<file path="src/rtl/ehv_pkg.sv">
// ----------------------------------------------------------------------------
// ehv_pkg
// Shared types and constants of the ELF header validator: status codes,
// header layout sizes and the captured header field record.
// ----------------------------------------------------------------------------
`default_nettype none

package ehv_pkg;

    localparam int unsigned HDR_BYTES   = 64;
    localparam int unsigned COUNT_W     = 7;

    localparam logic [31:0] IDENT_BYTES = 32'd16;
    localparam logic [6:0]  EH32_BYTES  = 7'd52;
    localparam logic [6:0]  EH64_BYTES  = 7'd64;

    localparam logic [7:0]  CLASS_32    = 8'd1;
    localparam logic [7:0]  CLASS_64    = 8'd2;
    localparam logic [7:0]  DATA_LSB    = 8'd1;
    // Magic bytes packed little-endian: 7F 'E' 'L' 'F'.
    localparam logic [31:0] ELF_MAGIC   = 32'h464C_457F;

    localparam logic [3:0]  ST_OK         = 4'd0;
    localparam logic [3:0]  ST_TOO_SMALL  = 4'd1;
    localparam logic [3:0]  ST_BAD_MAGIC  = 4'd2;
    localparam logic [3:0]  ST_NOT_LE     = 4'd3;
    localparam logic [3:0]  ST_BAD_CLASS  = 4'd4;
    localparam logic [3:0]  ST_TRUNCATED  = 4'd5;
    localparam logic [3:0]  ST_BAD_EHSIZE = 4'd6;
    localparam logic [3:0]  ST_BAD_PHDR   = 4'd7;
    localparam logic [3:0]  ST_BAD_SHDR   = 4'd8;

    localparam logic [0:0]  REG_IMAGE_SIZE = 1'b0;

    typedef struct packed {
        logic [31:0] magic;
        logic [7:0]  cls;
        logic [7:0]  data_enc;
        logic [15:0] file_type;
        logic [15:0] machine;
        logic [63:0] entry;
        logic [63:0] phoff;
        logic [63:0] shoff;
        logic [15:0] ehsize;
        logic [15:0] phentsize;
        logic [15:0] phnum;
        logic [15:0] shentsize;
        logic [15:0] shnum;
    } hdr_fields_t;

endpackage

`default_nettype wire

</file>
<file path="src/rtl/ehv_in_if.sv">
// ----------------------------------------------------------------------------
// ehv_in_if
// Byte stream channel into the validator: one image byte per item.
// ----------------------------------------------------------------------------
`default_nettype none

interface ehv_in_if;
    logic       valid;
    logic       ready;
    logic [7:0] header_byte;
    logic       last_byte;

    modport source (output valid, output header_byte, output last_byte, input ready);
    modport sink   (input valid, input header_byte, input last_byte, output ready);
endinterface

`default_nettype wire

</file>
<file path="src/rtl/ehv_out_if.sv">
// ----------------------------------------------------------------------------
// ehv_out_if
// Result channel of the validator: one item per image.
// ----------------------------------------------------------------------------
`default_nettype none

interface ehv_out_if;
    logic        valid;
    logic        ready;
    logic [3:0]  status;
    logic        is_64bit;
    logic [15:0] machine;
    logic [15:0] file_type;
    logic [63:0] entry_point;

    modport source (output valid, output status, output is_64bit, output machine,
                    output file_type, output entry_point, input ready);
    modport sink   (input valid, input status, input is_64bit, input machine,
                    input file_type, input entry_point, output ready);
endinterface

`default_nettype wire

</file>
<file path="src/rtl/ehv_cfg.sv">
// ----------------------------------------------------------------------------
// ehv_cfg
// APB register file holding the image size.
// ----------------------------------------------------------------------------
`default_nettype none

module ehv_cfg (
    input  wire logic        clk,
    input  wire logic        rst_n,
    input  wire logic        psel,
    input  wire logic        penable,
    input  wire logic        pwrite,
    input  wire logic [2:0]  paddr,
    input  wire logic [31:0] pwdata,
    output logic [31:0]      prdata,
    output logic             pready,
    output logic [31:0]      image_size
);
    import ehv_pkg::*;

    logic [31:0] image_size_reg;
    logic [31:0] image_size_next;
    logic        wr_en;

    assign pready = 1'b1;
    assign wr_en  = psel && penable && pwrite && (paddr[2] == REG_IMAGE_SIZE);

    always_comb
    begin
        image_size_next = image_size_reg;
        if (wr_en)
        begin
            image_size_next = pwdata;
        end
    end

    always_ff @(posedge clk or negedge rst_n)
    begin
        if (!rst_n)
        begin
            image_size_reg <= '0;
        end
        else
        begin
            image_size_reg <= image_size_next;
        end
    end

    assign prdata     = (paddr[2] == REG_IMAGE_SIZE) ? image_size_reg : '0;
    assign image_size = image_size_reg;

endmodule

`default_nettype wire

</file>
<file path="src/rtl/ehv_capture.sv">
// ----------------------------------------------------------------------------
// ehv_capture
// Byte counter and field capture: each incoming byte is routed into the
// header field it belongs to, using the class byte for the layout.
// ----------------------------------------------------------------------------
`default_nettype none

module ehv_capture (
    input  wire logic                clk,
    input  wire logic                rst_n,
    input  wire logic                fire,
    input  wire logic [7:0]          header_byte,
    input  wire logic                last_byte,
    output ehv_pkg::hdr_fields_t     fields
);
    import ehv_pkg::*;

    logic [COUNT_W-1:0] count_reg;
    logic [COUNT_W-1:0] count_next;
    hdr_fields_t        fields_reg;
    hdr_fields_t        fields_next;
    logic [5:0]         off;
    logic               store;
    logic               wide;

    assign off   = count_reg[5:0];
    assign store = fire && !count_reg[COUNT_W-1];
    assign wide  = (fields_reg.cls == CLASS_64);

    always_comb
    begin
        count_next = count_reg;
        if (fire)
        begin
            if (last_byte)
            begin
                count_next = '0;
            end
            else if (!count_reg[COUNT_W-1])
            begin
                count_next = count_reg + 1'b1;
            end
        end
    end

    // Fields start from zero on the first byte of an image, so offsets that
    // never arrive read as zero.
    always_comb
    begin
        fields_next = (count_reg == '0) ? '0 : fields_reg;
        if (store)
        begin
            if (off < 6'd4)
            begin
                fields_next.magic[{off[1:0], 3'b000} +: 8] = header_byte;
            end
            if (off == 6'd4)
            begin
                fields_next.cls = header_byte;
            end
            if (off == 6'd5)
            begin
                fields_next.data_enc = header_byte;
            end
            if (off == 6'd16 || off == 6'd17)
            begin
                fields_next.file_type[{off[0], 3'b000} +: 8] = header_byte;
            end
            if (off == 6'd18 || off == 6'd19)
            begin
                fields_next.machine[{off[0], 3'b000} +: 8] = header_byte;
            end
            if (off >= 6'd24 && off < 6'd32)
            begin
                fields_next.entry[{off[2:0], 3'b000} +: 8] = header_byte;
            end
            if (wide)
            begin
                if (off >= 6'd32 && off < 6'd40)
                begin
                    fields_next.phoff[{off[2:0], 3'b000} +: 8] = header_byte;
                end
                if (off >= 6'd40 && off < 6'd48)
                begin
                    fields_next.shoff[{off[2:0], 3'b000} +: 8] = header_byte;
                end
                if (off == 6'd52 || off == 6'd53)
                begin
                    fields_next.ehsize[{off[0], 3'b000} +: 8] = header_byte;
                end
                if (off == 6'd54 || off == 6'd55)
                begin
                    fields_next.phentsize[{off[0], 3'b000} +: 8] = header_byte;
                end
                if (off == 6'd56 || off == 6'd57)
                begin
                    fields_next.phnum[{off[0], 3'b000} +: 8] = header_byte;
                end
                if (off == 6'd58 || off == 6'd59)
                begin
                    fields_next.shentsize[{off[0], 3'b000} +: 8] = header_byte;
                end
                if (off == 6'd60 || off == 6'd61)
                begin
                    fields_next.shnum[{off[0], 3'b000} +: 8] = header_byte;
                end
            end
            else
            begin
                if (off >= 6'd28 && off < 6'd32)
                begin
                    fields_next.phoff[{off[1:0], 3'b000} +: 8] = header_byte;
                end
                if (off >= 6'd32 && off < 6'd36)
                begin
                    fields_next.shoff[{off[1:0], 3'b000} +: 8] = header_byte;
                end
                if (off == 6'd40 || off == 6'd41)
                begin
                    fields_next.ehsize[{off[0], 3'b000} +: 8] = header_byte;
                end
                if (off == 6'd42 || off == 6'd43)
                begin
                    fields_next.phentsize[{off[0], 3'b000} +: 8] = header_byte;
                end
                if (off == 6'd44 || off == 6'd45)
                begin
                    fields_next.phnum[{off[0], 3'b000} +: 8] = header_byte;
                end
                if (off == 6'd46 || off == 6'd47)
                begin
                    fields_next.shentsize[{off[0], 3'b000} +: 8] = header_byte;
                end
                if (off == 6'd48 || off == 6'd49)
                begin
                    fields_next.shnum[{off[0], 3'b000} +: 8] = header_byte;
                end
            end
        end
    end

    always_ff @(posedge clk or negedge rst_n)
    begin
        if (!rst_n)
        begin
            count_reg <= '0;
        end
        else
        begin
            count_reg <= count_next;
        end
    end

    always_ff @(posedge clk)
    begin
        if (fire)
        begin
            fields_reg <= fields_next;
        end
    end

    assign fields = fields_reg;

endmodule

`default_nettype wire

</file>
<file path="src/rtl/ehv_check.sv">
// ----------------------------------------------------------------------------
// ehv_check
// Check sequencer: one shared multiply and add-compare unit tests the
// program and section header tables in turn, then the result register is
// loaded with the prioritized status and, if it is OK, the header fields.
// ----------------------------------------------------------------------------
`default_nettype none

module ehv_check (
    input  wire logic                 clk,
    input  wire logic                 rst_n,
    input  wire logic                 start,
    input  wire ehv_pkg::hdr_fields_t fields,
    input  wire logic [31:0]          image_size,
    output logic                      busy,
    ehv_out_if.source                 out_ch
);
    import ehv_pkg::*;

    typedef enum logic [5:0] {
        S_IDLE   = 6'b000001,
        S_PH_MUL = 6'b000010,
        S_PH_CMP = 6'b000100,
        S_SH_MUL = 6'b001000,
        S_SH_CMP = 6'b010000,
        S_DONE   = 6'b100000
    } chk_state_t;

    chk_state_t  state_reg;
    chk_state_t  state_next;
    logic [31:0] prod_reg;
    logic [31:0] prod_next;
    logic        ph_bad_reg;
    logic        ph_bad_next;
    logic        sh_bad_reg;
    logic        sh_bad_next;

    logic        out_valid_reg;
    logic        out_valid_next;
    logic [3:0]  status_reg;
    logic        is_64bit_reg;
    logic [15:0] machine_reg;
    logic [15:0] file_type_reg;
    logic [63:0] entry_reg;

    logic        sel_sh;
    logic [15:0] ent;
    logic [15:0] num;
    logic [63:0] toff;
    logic [64:0] tend;
    logic        tbl_bad;
    logic        wide;
    logic [6:0]  hdr_len;
    logic [3:0]  status_calc;
    logic        load_out;

    // Shared table unit: the sequencer picks which table feeds it.
    assign sel_sh  = (state_reg == S_SH_MUL) || (state_reg == S_SH_CMP);
    assign ent     = sel_sh ? fields.shentsize : fields.phentsize;
    assign num     = sel_sh ? fields.shnum : fields.phnum;
    assign toff    = sel_sh ? fields.shoff : fields.phoff;
    assign tend    = {1'b0, toff} + {33'b0, prod_reg};
    assign tbl_bad = (num != '0) && ((ent == '0) || (tend > {33'b0, image_size}));

    assign wide    = (fields.cls == CLASS_64);
    assign hdr_len = wide ? EH64_BYTES : EH32_BYTES;

    always_comb
    begin
        priority if (image_size < IDENT_BYTES)
            status_calc = ST_TOO_SMALL;
        else if (fields.magic != ELF_MAGIC)
            status_calc = ST_BAD_MAGIC;
        else if (fields.data_enc != DATA_LSB)
            status_calc = ST_NOT_LE;
        else if (fields.cls != CLASS_32 && fields.cls != CLASS_64)
            status_calc = ST_BAD_CLASS;
        else if (image_size < {25'b0, hdr_len})
            status_calc = ST_TRUNCATED;
        else if (fields.ehsize < {9'b0, hdr_len})
            status_calc = ST_BAD_EHSIZE;
        else if (ph_bad_reg)
            status_calc = ST_BAD_PHDR;
        else if (sh_bad_reg)
            status_calc = ST_BAD_SHDR;
        else
            status_calc = ST_OK;
    end

    assign load_out = (state_reg == S_DONE) && (!out_valid_reg || out_ch.ready);

    always_comb
    begin
        state_next  = state_reg;
        prod_next   = prod_reg;
        ph_bad_next = ph_bad_reg;
        sh_bad_next = sh_bad_reg;
        unique case (state_reg)
            S_IDLE:
            begin
                if (start)
                begin
                    state_next = S_PH_MUL;
                end
            end
            S_PH_MUL:
            begin
                prod_next  = {16'b0, ent} * {16'b0, num};
                state_next = S_PH_CMP;
            end
            S_PH_CMP:
            begin
                ph_bad_next = tbl_bad;
                state_next  = S_SH_MUL;
            end
            S_SH_MUL:
            begin
                prod_next  = {16'b0, ent} * {16'b0, num};
                state_next = S_SH_CMP;
            end
            S_SH_CMP:
            begin
                sh_bad_next = tbl_bad;
                state_next  = S_DONE;
            end
            S_DONE:
            begin
                if (load_out)
                begin
                    state_next = S_IDLE;
                end
            end
            default:
            begin
                state_next = S_IDLE;
            end
        endcase
    end

    always_comb
    begin
        out_valid_next = out_valid_reg;
        if (load_out)
        begin
            out_valid_next = 1'b1;
        end
        else if (out_ch.ready)
        begin
            out_valid_next = 1'b0;
        end
    end

    always_ff @(posedge clk or negedge rst_n)
    begin
        if (!rst_n)
        begin
            state_reg     <= S_IDLE;
            out_valid_reg <= 1'b0;
        end
        else
        begin
            state_reg     <= state_next;
            out_valid_reg <= out_valid_next;
        end
    end

    always_ff @(posedge clk)
    begin
        prod_reg   <= prod_next;
        ph_bad_reg <= ph_bad_next;
        sh_bad_reg <= sh_bad_next;
        if (load_out)
        begin
            status_reg   <= status_calc;
            is_64bit_reg <= wide;
            if (status_calc == ST_OK)
            begin
                machine_reg   <= fields.machine;
                file_type_reg <= fields.file_type;
                entry_reg     <= wide ? fields.entry : {32'b0, fields.entry[31:0]};
            end
            else
            begin
                machine_reg   <= '0;
                file_type_reg <= '0;
                entry_reg     <= '0;
            end
        end
    end

    assign busy               = (state_reg != S_IDLE);
    assign out_ch.valid       = out_valid_reg;
    assign out_ch.status      = status_reg;
    assign out_ch.is_64bit    = is_64bit_reg;
    assign out_ch.machine     = machine_reg;
    assign out_ch.file_type   = file_type_reg;
    assign out_ch.entry_point = entry_reg;

    a_state_onehot: assert property (@(posedge clk) disable iff (!rst_n)
        $onehot(state_reg))
        else $error("check sequencer state is not one-hot");

    a_start_idle: assert property (@(posedge clk) disable iff (!rst_n)
        start |-> (state_reg == S_IDLE))
        else $error("check started while sequencer busy");

    a_cmp_after_mul: assert property (@(posedge clk) disable iff (!rst_n)
        (state_reg == S_SH_CMP) |-> $past(state_reg == S_SH_MUL))
        else $error("section compare without a fresh product");

    a_fields_zero: assert property (@(posedge clk) disable iff (!rst_n)
        (out_valid_reg && status_reg != ST_OK) |->
            (machine_reg == '0 && file_type_reg == '0 && entry_reg == '0))
        else $error("header fields given with a failing status");

    a_valid_from_done: assert property (@(posedge clk) disable iff (!rst_n)
        $rose(out_valid_reg) |-> $past(state_reg == S_DONE))
        else $error("result shown outside the done step");

endmodule

`default_nettype wire

</file>
<file path="src/rtl/elf_header_validator.sv">
// ----------------------------------------------------------------------------
// elf_header_validator
// Validates a little-endian ELF32/ELF64 header streamed in one byte per item.
//
// Usage: write the total image length to the image_size register over APB
// (byte address 0) while the block is idle. Then stream the first
// min(image_size, 64) bytes on in_ch, one byte per cycle, with last_byte set
// on the final one. Non-final bytes are taken every cycle. After the final
// byte, in_ch.ready drops while the shared multiply and add-compare unit
// checks the program and section header tables one after the other; the
// result item is then loaded into the out_ch register. A new image may
// start as soon as the result is loaded, even while the result still waits
// on out_ch. If out_ch stalls with a result pending, the next image's
// result is held in the sequencer and in_ch stays low-ready until the
// output register frees up.
// Reset clears the byte count, the sequencer, the result valid and
// image_size; the first byte after reset starts a new image.
// ----------------------------------------------------------------------------
`default_nettype none

module elf_header_validator (
    input  wire logic        clk,
    input  wire logic        rst_n,
    ehv_in_if.sink           in_ch,
    ehv_out_if.source        out_ch,
    input  wire logic        psel,
    input  wire logic        penable,
    input  wire logic        pwrite,
    input  wire logic [2:0]  paddr,
    input  wire logic [31:0] pwdata,
    output logic [31:0]      prdata,
    output logic             pready
);
    import ehv_pkg::*;

    hdr_fields_t fields;
    logic [31:0] image_size;
    logic        busy;
    logic        fire;

    assign in_ch.ready = !busy;
    assign fire        = in_ch.valid && !busy;

    ehv_cfg u_cfg (
        .clk        (clk),
        .rst_n      (rst_n),
        .psel       (psel),
        .penable    (penable),
        .pwrite     (pwrite),
        .paddr      (paddr),
        .pwdata     (pwdata),
        .prdata     (prdata),
        .pready     (pready),
        .image_size (image_size)
    );

    ehv_capture u_capture (
        .clk         (clk),
        .rst_n       (rst_n),
        .fire        (fire),
        .header_byte (in_ch.header_byte),
        .last_byte   (in_ch.last_byte),
        .fields      (fields)
    );

    ehv_check u_check (
        .clk        (clk),
        .rst_n      (rst_n),
        .start      (fire && in_ch.last_byte),
        .fields     (fields),
        .image_size (image_size),
        .busy       (busy),
        .out_ch     (out_ch)
    );

endmodule

`default_nettype wire

</file>
<file path="src/flat_wrapper.sv">
// flat-port wrapper written by rule: the top's interface ports become plain ports
module elf_header_validator_flat import ehv_pkg::*;
  (clk, rst_n, psel, penable, pwrite, paddr, pwdata, prdata, pready, in_ch_valid, in_ch_header_byte, in_ch_last_byte, in_ch_ready, out_ch_valid, out_ch_status, out_ch_is_64bit, out_ch_machine, out_ch_file_type, out_ch_entry_point, out_ch_ready);
  ehv_in_if in_ch_i ();
  ehv_out_if out_ch_i ();
  input  wire logic clk;
  input  wire logic rst_n;
  input  wire logic psel;
  input  wire logic penable;
  input  wire logic pwrite;
  input  wire logic [2:0] paddr;
  input  wire logic [31:0] pwdata;
  output logic [31:0] prdata;
  output logic pready;
  input wire logic [$bits(in_ch_i.valid)-1:0] in_ch_valid;
  input wire logic [$bits(in_ch_i.header_byte)-1:0] in_ch_header_byte;
  input wire logic [$bits(in_ch_i.last_byte)-1:0] in_ch_last_byte;
  output wire logic [$bits(in_ch_i.ready)-1:0] in_ch_ready;
  output wire logic [$bits(out_ch_i.valid)-1:0] out_ch_valid;
  output wire logic [$bits(out_ch_i.status)-1:0] out_ch_status;
  output wire logic [$bits(out_ch_i.is_64bit)-1:0] out_ch_is_64bit;
  output wire logic [$bits(out_ch_i.machine)-1:0] out_ch_machine;
  output wire logic [$bits(out_ch_i.file_type)-1:0] out_ch_file_type;
  output wire logic [$bits(out_ch_i.entry_point)-1:0] out_ch_entry_point;
  input wire logic [$bits(out_ch_i.ready)-1:0] out_ch_ready;
  assign in_ch_i.valid = in_ch_valid;
  assign in_ch_i.header_byte = in_ch_header_byte;
  assign in_ch_i.last_byte = in_ch_last_byte;
  assign in_ch_ready = in_ch_i.ready;
  assign out_ch_valid = out_ch_i.valid;
  assign out_ch_status = out_ch_i.status;
  assign out_ch_is_64bit = out_ch_i.is_64bit;
  assign out_ch_machine = out_ch_i.machine;
  assign out_ch_file_type = out_ch_i.file_type;
  assign out_ch_entry_point = out_ch_i.entry_point;
  assign out_ch_i.ready = out_ch_ready;
  elf_header_validator u_core (.clk(clk), .rst_n(rst_n), .in_ch(in_ch_i), .out_ch(out_ch_i), .psel(psel), .penable(penable), .pwrite(pwrite), .paddr(paddr), .pwdata(pwdata), .prdata(prdata), .pready(pready));
endmodule
</file>
<file path="config.mk">
export PLATFORM = sky130hd
export DESIGN_NAME = elf_header_validator_flat
export DESIGN_NICKNAME = d
export VERILOG_FILES = /design/src/rtl/ehv_pkg.sv /design/src/rtl/ehv_in_if.sv /design/src/rtl/ehv_out_if.sv /design/src/rtl/ehv_cfg.sv /design/src/rtl/ehv_capture.sv /design/src/rtl/ehv_check.sv /design/src/rtl/elf_header_validator.sv /design/src/flat_wrapper.sv
export SDC_FILE = /design/constraint.sdc
export NUM_CORES = 2
export LEC_CHECK = 0
export ABC_AREA = 1
export BUFFER_PORTS_ARGS = -buffer_cell sky130_fd_sc_hd__buf_4
export CAP_MARGIN = 10
export CELL_PAD_IN_SITES_DETAIL_PLACEMENT = 0
export CELL_PAD_IN_SITES_GLOBAL_PLACEMENT = 1
export CORE_UTILIZATION = 50
export DETAILED_ROUTE_END_ITERATION = 16
export GPL_TIMING_DRIVEN = 0
export PLACE_DENSITY_LB_ADDON = 0.1
export SLEW_MARGIN = 40
export SYNTH_ARGS = -nofsm -noshare
export SYNTH_HDL_FRONTEND = slang
export SYNTH_SLANG_ARGS = --single-unit
export TNS_END_PERCENT = 10
</file>
<file path="constraint.sdc">
create_clock -name clk -period 14.8 [get_ports clk]
set_input_delay 2.22 -clock clk [delete_from_list [all_inputs] [get_ports clk]]
set_output_delay 2.22 -clock clk [all_outputs]
set_load 0.03 [all_outputs]
</file>
==> results.yml <==
run_status:
  status: "finished clean"
min_path:
  worstHoldPathType: "reg -> reg"
  hold_start: "u_core.u_cfg.image_size[1]"
  hold_path_depth: 2
  worst_hold_path.endpoint: "u_core.u_cfg.image_size[1]"
die:
  die_h_um: 279.7
  dieArea_mm2: 0.07825
  core_area_mm2: 0.07608
  io_pins: 187
  die_w_um: 279.7
  row_count: 101
  start_util: 0.5070
synth:
  synth_ff_type: "edfxtp_1"
  async_flop_share: 0.08663
  ys_seq_area_frac: 0.4075
  ys_ff_latch: 531
  avgSynthCellArea_um2: 8.417
  synth.distinct_cells: 62
  synth_nets: 5010
  netlist.area_leader.share: 0.3776
  yosysWarningCount: 0
  ys_top_cells_by_area: "edfxtp_1 38%, fa_1 10%, nand2_1 8.5%"
  synth_top_area_cell: "edfxtp_1"
  syn_inst: 4582
  netlist_area_mm2: 0.03857
  synth_edf_count: 485
drt:
  wire_per_inst_um: 21.93
  ant_nets: 0
  finalWirelength_um: 129700
  avgViaCountPerCell: 5.633
  first_iter_violations: 3695
  drc: 0
  first_pass_iters: 6
  vias: 33318
clock_tree:
  htree_levels: 2
  clock_latency_ps: 650
  cts-root-buf: "clkbuf_16"
  cts_made_buffers: 58
  cts.sinks: 531
  post_cts_buffers: 0
  path_clk_slew_ps: 60
  cts_hold_buf: 0
  cts_tree: "done"
  cts_resized: 0
  cts_buffer_depth: 3
global_routing:
  antenna_found_initial: 5
  grt_pass1_vias: 31770
  grt_pass1_wl_um: 192800
  grt_overflow: 0
  grtUsageTotal: 0.3280
  grt_max_degree: 86
critical_path:
  path_delay_family: "adder cells"
  crit_buf_inv: 8
  timing.rr.end: "u_core.u_check.prod_reg[31]"
  cp.arrival_ps: 9090
  reg2regPathDepth: 27
  crit_top_cell: "fa_1"
  crit_path_start_kind: "flop"
  end_kind: "flop"
  reg2reg_from: "u_core.u_check.state_reg[5]"
  critPathMaxFanout: 10
  slowest_delay_ps: 650
  slowest_stage: "fa_1"
  cp_data_required_time_ps: 15160
  critical_path_class: "reg -> reg"
  regToRegSetupSlack_ps: 6070
timing:
  post-route-min-period_ps: 8728
  maxSlewViolCount: 0
  slew-limit-headroom: 0.3568
  finalSetupViolations: 0
  grt_setup_unrepaired: "false"
  timing.fmax_mhz: 114.6
  holdWs_ps: 556.2
  skew_ps: 41.76
  hold_viol: 0
  worstMarginPinSlew_ps: 964.8
  min_period_over_period: 0.5898
run:
  cap_violations: 0
placed_design:
  gp_congestion: 0.9875
  placed_cell_area_mm2: 0.04147
  hpwl_um: 99600
  port_buffers: 182
final_layout:
  nets: 5261
  final_layout_size_suffix_gt1_frac: 0.08949
  fill_cells: 7182
  area_growth_pct: 12.84
  final_core_util: 0.5721
  design_area_mm2: 0.04352
  largest_reg_flops: 350
[logic make-up after synthesis]
logic type,count (synthesis),synth area share
other,1,0.00009723
xor gates and xnor gates,64,0.01453
DFF,531,0.4075
and+or+nand+nor,1871,0.2031
adders and majority gates,377,0.1603
buffers and inverters,1010,0.1025
AOI/OAI and AO/OA,724,0.1108
muxes,4,0.001168
[layout by cell type (no fill, tap or decap), types with 33 or more instances in the layout]
cell       Yosys  final
nand2_1      877    876
inv_1        838    837
nor2_1       558    557
edfxtp_1     485    485
nand3_1      272    272
o21ai_0      266    258
fa_1         195    195
buf_4         10    192
ha_1         182    182
o22ai_1      172    172
a21oi_1      122    122
clkbuf_1      82     86
clkbuf_16      0     59
nand4_1       45     45
dfrtp_1       45     45
xor2_1        44     44
buf_2         33     33
[final cells by class]
class                           count  area (um2)  share of cell area
Multi-Input combinational cell   3041       18950              0.4355
Timing Repair Buffer              191        1564             0.03594
Inverter                          854        3213             0.07383
Tap cell                         1030        1289             0.02961
Clock inverter                     41       495.5             0.01138
Sequential cell                   531       15720              0.3611
Clock buffer                       69        1534             0.03525
Buffer                            156       752.0             0.01728
Antenna cell                        2       5.005           0.0001150
[worst max-delay path by stage]
stage,start,end,cells past startpoint
after global routing,u_core.u_check.state_reg[5],u_core.u_check.prod_reg[31],27
after detailed placement,u_core.u_check.state_reg[5],u_core.u_check.prod_reg[31],27
after global placement,in_ch_valid,u_core.u_capture.fields[132],6
final,u_core.u_check.state_reg[5],u_core.u_check.prod_reg[31],27
after floorplan,in_ch_valid,u_core.u_capture.fields[128],5
after CTS,u_core.u_check.state_reg[5],u_core.u_check.prod_reg[31],27
[synth_stat cells (14+ instances only)]
library cell,number
o31ai_1,20
o21a_1,18
ha_1,182
xor2_1,44
a32oi_1,28
nor3_1,24
buf_2,33
o21ai_1,25
nand4_1,45
fa_1,195
buf_1,20
a21oi_1,122
edfxtp_1,485
o22ai_1,172
nand2_1,877
nor2_1,558
nor4_1,14
nor2_2,25
xnor2_1,20
clkbuf_1,82
nand3_1,272
dfrtp_1,45
o21ai_0,266
nand2_2,20
inv_1,838
[stage by stage]
stage | TNS, ps | setup slack, ps | std cells
2_1_floorplan | 0 | 3711 | 4582
3_3_place_gp | -24410 | -1561 | 5794
3_5_place_dp | 0 | 6248 | 5803
4_1_cts | 0 | 6177 | 5913
5_1_grt | 0 | 5727 | 5913
6_report | 0 | 6072 | 5915
[layer usage]
layer,track usage,up-vias,part of all wire
met5,0,-,0.00021
met4,0.1138,4,0.035
met3,0.04812,236,0.079
met2,0.5115,1451,0.45
met1,0.4669,16071,0.44
li1,-,15556,-
[worst reg2reg max path: cells and delay by family (launching register included)]
family | cells | cell delay [ps]
adder cells (fa/ha/maj) | 7 | 3750
buffers and inverters | 8 | 1930
AO/OA/AOI/OAI | 6 | 1440
AND/OR/NAND/NOR | 5 | 780
flip-flops | 1 | 430
XOR/XNOR | 1 | 140
Power is left out: the tool's default activity adds up to more than one toggle a clock period on the data nets, which glitch-free logic cannot reach.
